==> config.mk <==
export PLATFORM = sky130hd
export DESIGN_NAME = ppba_word_scan
export DESIGN_NICKNAME = d
export VERILOG_FILES = /design/src/hdl/ppba_pkg.sv /design/src/hdl/ppba_word_scan.sv
export SDC_FILE = /design/constraint.sdc
export NUM_CORES = 1
export LEC_CHECK = 0
export ABC_AREA = 1
export BUFFER_PORTS_ARGS = -buffer_cell sky130_fd_sc_hd__buf_2
export CORE_MARGIN = 2
export CORE_UTILIZATION = 57
export DETAILED_ROUTE_END_ITERATION = 8
export PLACE_DENSITY = 0.82
export SLEW_MARGIN = 20
export SYNTH_ARGS = -nofsm -noshare
export SYNTH_HDL_FRONTEND = slang
export SYNTH_SLANG_ARGS = --single-unit
==> constraint.sdc <==
create_clock -name vclk -period 5.9
set_clock_uncertainty 0.1 [all_clocks]
set_input_delay 1.475 -clock vclk [all_inputs]
set_output_delay 1.475 -clock vclk [all_outputs]
set_load 0.005 [all_outputs]
==> src/hdl/ppba_pkg.sv <==
// Shared types, constants and helper functions of the port pair bitmap allocator.
// No dependencies; compiled first.
`default_nettype none

package ppba_pkg;

  localparam int WORD_W        = 32;
  localparam int BIT_W         = $clog2(WORD_W);
  localparam int MAX_PORTS_DEF = 16384;
  localparam int PORT_W        = 16;
  localparam int COUNT_W       = 15;

  localparam logic [COUNT_W-1:0] COUNT_MAX      = '1;
  localparam logic [PORT_W-1:0]  RANGE_LOW_RST  = 16'd20000;
  localparam logic [PORT_W-1:0]  RANGE_HIGH_RST = 16'd30000;

  typedef logic [WORD_W-1:0] word_t;

  typedef enum logic [2:0] {
    ACT_INIT     = 3'd0,
    ACT_RESERVE  = 3'd1,
    ACT_GET_ONE  = 3'd2,
    ACT_PUT_ONE  = 3'd3,
    ACT_GET_PAIR = 3'd4
  } action_t;

  typedef enum logic [1:0] {
    ST_OK            = 2'd0,
    ST_OUT_OF_PORTS  = 2'd1,
    ST_OUT_OF_RANGE  = 2'd2,
    ST_NOT_ALLOCATED = 2'd3
  } status_t;

  typedef enum logic {
    REG_RANGE_LOW  = 1'b0,
    REG_RANGE_HIGH = 1'b1
  } cfg_reg_t;

  typedef enum logic [2:0] {
    S_CLEAR,
    S_IDLE,
    S_DECIDE,
    S_RMW,
    S_SCAN,
    S_WR2
  } state_t;

  // Where the word under scan sits in the revolution.
  typedef struct packed {
    logic             start_word;
    logic             second_pass;
    logic [BIT_W-1:0] start_bit;
    logic             last_word;
    logic [BIT_W-1:0] last_bit;
    logic             base_odd;
  } scan_ctl_t;

  typedef struct packed {
    logic             one_hit;
    logic [BIT_W-1:0] one_bit;
    logic             pair_hit;
    logic [BIT_W-1:0] pair_bit;
    logic             carry_hit;   // even port in top bit, partner in next word
  } scan_res_t;

  // Lowest set bit: {found, index}.
  function automatic logic [BIT_W:0] first_set(word_t v);
    logic [BIT_W:0] r;
    r = '0;
    for (int i = WORD_W - 1; i >= 0; i--) begin
      if (v[i]) r = {1'b1, BIT_W'(i)};
    end
    return r;
  endfunction

  // Bits whose offset maps to an even port number.
  function automatic word_t even_mask(logic base_odd);
    word_t m;
    for (int i = 0; i < WORD_W; i++) begin
      m[i] = (i[0] == base_odd);
    end
    return m;
  endfunction

  function automatic logic [COUNT_W-1:0] sat_add(logic [COUNT_W-1:0] a, logic [1:0] b);
    logic [COUNT_W:0] s;
    s = {1'b0, a} + (COUNT_W+1)'(b);
    return (s > {1'b0, COUNT_MAX}) ? COUNT_MAX : s[COUNT_W-1:0];
  endfunction

endpackage

`default_nettype wire

==> src/hdl/ppba_word_scan.sv <==
// Search of one bitmap word for a free port and for a free even/odd pair.
// Depends on ppba_pkg.
`default_nettype none

module ppba_word_scan (
  input  ppba_pkg::word_t     data,
  input  ppba_pkg::scan_ctl_t ctl,
  output ppba_pkg::scan_res_t res
);
  import ppba_pkg::*;

  word_t            ones, free_w, lo_m, hi_m, hip_m, even_m, pair_free;
  logic [BIT_W:0]   one_ff, pair_ff;

  always_comb begin
    ones   = '1;
    free_w = ~data;
    even_m = even_mask(ctl.base_odd);

    // first pass: offsets at or after start; second pass: offsets before it
    if (ctl.start_word) begin
      lo_m = ctl.second_pass ? ~(ones << ctl.start_bit) : (ones << ctl.start_bit);
    end else begin
      lo_m = ones;
    end

    hi_m  = ctl.last_word ? (ones >> (BIT_W'(WORD_W - 1) - ctl.last_bit)) : ones;
    // pair partner must stay inside the range
    hip_m = ctl.last_word ? (hi_m >> 1) : ones;

    pair_free = free_w & (free_w >> 1);

    one_ff  = first_set(free_w & lo_m & hi_m);
    pair_ff = first_set(pair_free & even_m & lo_m & hip_m);

    res.one_hit   = one_ff[BIT_W];
    res.one_bit   = one_ff[BIT_W-1:0];
    res.pair_hit  = pair_ff[BIT_W];
    res.pair_bit  = pair_ff[BIT_W-1:0];
    res.carry_hit = free_w[WORD_W-1] & even_m[WORD_W-1] & lo_m[WORD_W-1] & ~ctl.last_word;
  end

endmodule

`default_nettype wire

==> run_results.csv <==
group,metric,value,unit
yosys,yosysTopAreaCell,"nand2_1",
global_route,grt_pass1_wl,13100,microns
setup_path,crit_arrival,3680,ps
timing,worstMarginPinSlew,499,ps
status,status,"finished clean",
yosys,ys_seq_area_share,0,%
cells_and_area,clkbuf_count,0,
routing,ant_nets,0,
min_path,min_path_cells,4,
routing,dr_wl_met3,1000,microns
yosys,synth_top_area_share,24.2,%
global_route,grt_pass1_vias,2957,
floorplan,die_w,67.1,microns
cells_and_area,final_common_cell,"nand2_1",
power,p_int,0.0807,mW
min_path,hold_end,"res[7]",
timing,max_freq,190,MHz
power,powerDensity,92.9,mW/mm^2
setup_path,startpoint_type,"input pin",
timing,period_share,89.0,%
yosys,yosys-top-cells-area,"nand2_1, inv_1, nor2_1",
routing,drtIter0Drc,444,
floorplan,core,0.00374,sq mm
min_path,hold_path_class,"input pin to output pin",
floorplan,die_h,67.1,microns
routing,num_vias,3449,
setup_path,critical_path_class,"input pin to output pin",
placed_design,numPortBuffers,59,
yosys,syn_inst,483,
power,power_frac_seq,0,%
floorplan,initial_core_util,60.5,%
clock_tree,post_cts_buffers,0,
clock_tree,cts_resized,0,
global_route,grt_use_total,37.4,%
global_route,grt_start_max_net_pins,20,
yosys,synth.cell_area,0.00227,sq mm
floorplan,dieArea,0.00450,sq mm
routing,highest_layer,"met4",
timing,finalCriticalPeriod,5250,ps
power,netSwitchingFraction,66.1,%
yosys,yosys_warnings,0,
timing,finalHoldViolCount,0,
routing,routed-wl-met2,3520,microns
setup_path,worstPathMaxFanout,19,
global_route,overflow,0,
yosys,synth_cell_types,39,
power,clockPowerShare,0,%
power,max-vdd-ir-drop,0.0457,mV
power,power,0.238,mW
power,power.switching,0.157,mW
cells_and_area,n_antenna_cell,0,
clock_tree,holdBufCountCts,0,
cells_and_area,drive_gt1_share,17.4,%
min_path,hold_start,"data[0]",
placed_design,dp_hpwl,6880,microns
cells_and_area,final_cell_mix,"nand2_1, inv_1, nor2_1",
placed_design,gp_congestion,1.03,
setup_path,required,4320,ps
cells_and_area,area_delta_synth_final,13.1,%
setup_path,crit_path_end_kind,"output pin",
floorplan,rows,22,
timing,drv_slew,0,
yosys,syn_area_per_cell,4.69,sq um
cells_and_area,seq_cells,0,
yosys,synth_nets,529,
cells_and_area,final-seq-area,0,sq um
timing,setup_violations,0,
global_route,antenna_found_initial,0,
cells_and_area,utilization,68.4,%
routing,drt_pre_antenna_iters,7,
cells_and_area,nets,581,
flow_run,cap_violations,0,
routing,vias_per_cell,5.94,
routing,finalWirelength,8130,microns
routing,route.detailed.drc,0,
timing,fin_tns_setup,0,ps
power,combPwrFrac,100.0,%
timing,rsz0062_at_grt,"false",
power,leakagePower,1.56,nW
timing,relSlewSlack,66.4,%
routing,wl_per_cell,14.0,microns
floorplan,io_pins,59,
routing,wl_met1,3350,microns
-- metrics by stage --
stage | setup WS [ps] | cells | instance area, sq um | hold WS, ps
finish | 646 | 581 | 2560 | 3200
global route | 493 | 581 | 2560 | 3220
CTS | 765 | 581 | 2560 | 3200
global placement | 778 | 581 | 2560 | 3180
detailed placement | 764 | 581 | 2560 | 3190
floorplan | 1410 | 483 | 2270 | 2990
-- cell usage after synthesis (all sizes together) --
library cell  number
nand2            152
inv               82
nor2              69
nand3             43
o21ai             26
nor3              25
a21oi             22
nand4             15
o211ai            10
buf                9
a31oi              5
a211oi             4
or2                4
a22oi              2
clkbuf             2
nand3b             2
o2111ai            2
o21a               2
o21bai             2
or4                2
and2               1
nor4               1
o221ai             1
-- worst max-delay path by stage --
stage | startpoint | to | slack (ps)
after detailed placement | ctl[12] | res[1] | 760
after global placement | ctl[12] | res[1] | 780
after global routing | ctl[12] | res[2] | 490
final | ctl[12] | res[1] | 650
after floorplan | ctl[11] | res[7] | 1410
after CTS | ctl[12] | res[1] | 770
-- layer usage --
metal  vias up  track usage [%]
li1       1679                -
met1      1495             50.4
met2       247             63.5
met3        28             2.20
met4         0             10.2
met5         -                0
-- kinds of logic (layout without fill, tap and decap cells) --
group / Yosys count / after routing / share of synthesized area [%]
buf+inv: 93 / 143 / 16.8
compound gates: 76 / 76 / 21.5
simple gates: 314 / 314 / 61.7
-- critical path: stages --
cell and delay [ps]:
buf_2 360, nor2_8 80, nor2_4 210, inv_2 80, a21oi_2 100, o21ai_1 110
nand4_1 180, nand2_1 80, a211oi_1 240, nand4_1 150, nor3_1 160, nand2_1 110
nor2_1 130, nand4_1 80, buf_2 130
-- cell type report --
cell class	count	area, sq um
multi-input cells	390	1880
repair buffers	61	310
well taps	48	60.1
inverters	82	308
fillers	379	1180
-- power by group through the flow --
stage / registers (mW) / logic, mW / clock network (mW)
2_1_floorplan: 0 / 0.163 / 0
3_3_place_gp: 0 / 0.229 / 0
3_5_place_dp: 0 / 0.230 / 0
4_1_cts: 0 / 0.231 / 0
5_1_grt: 0 / 0.265 / 0
6_report: 0 / 0.238 / 0
(Power assumes the default switching activity.)
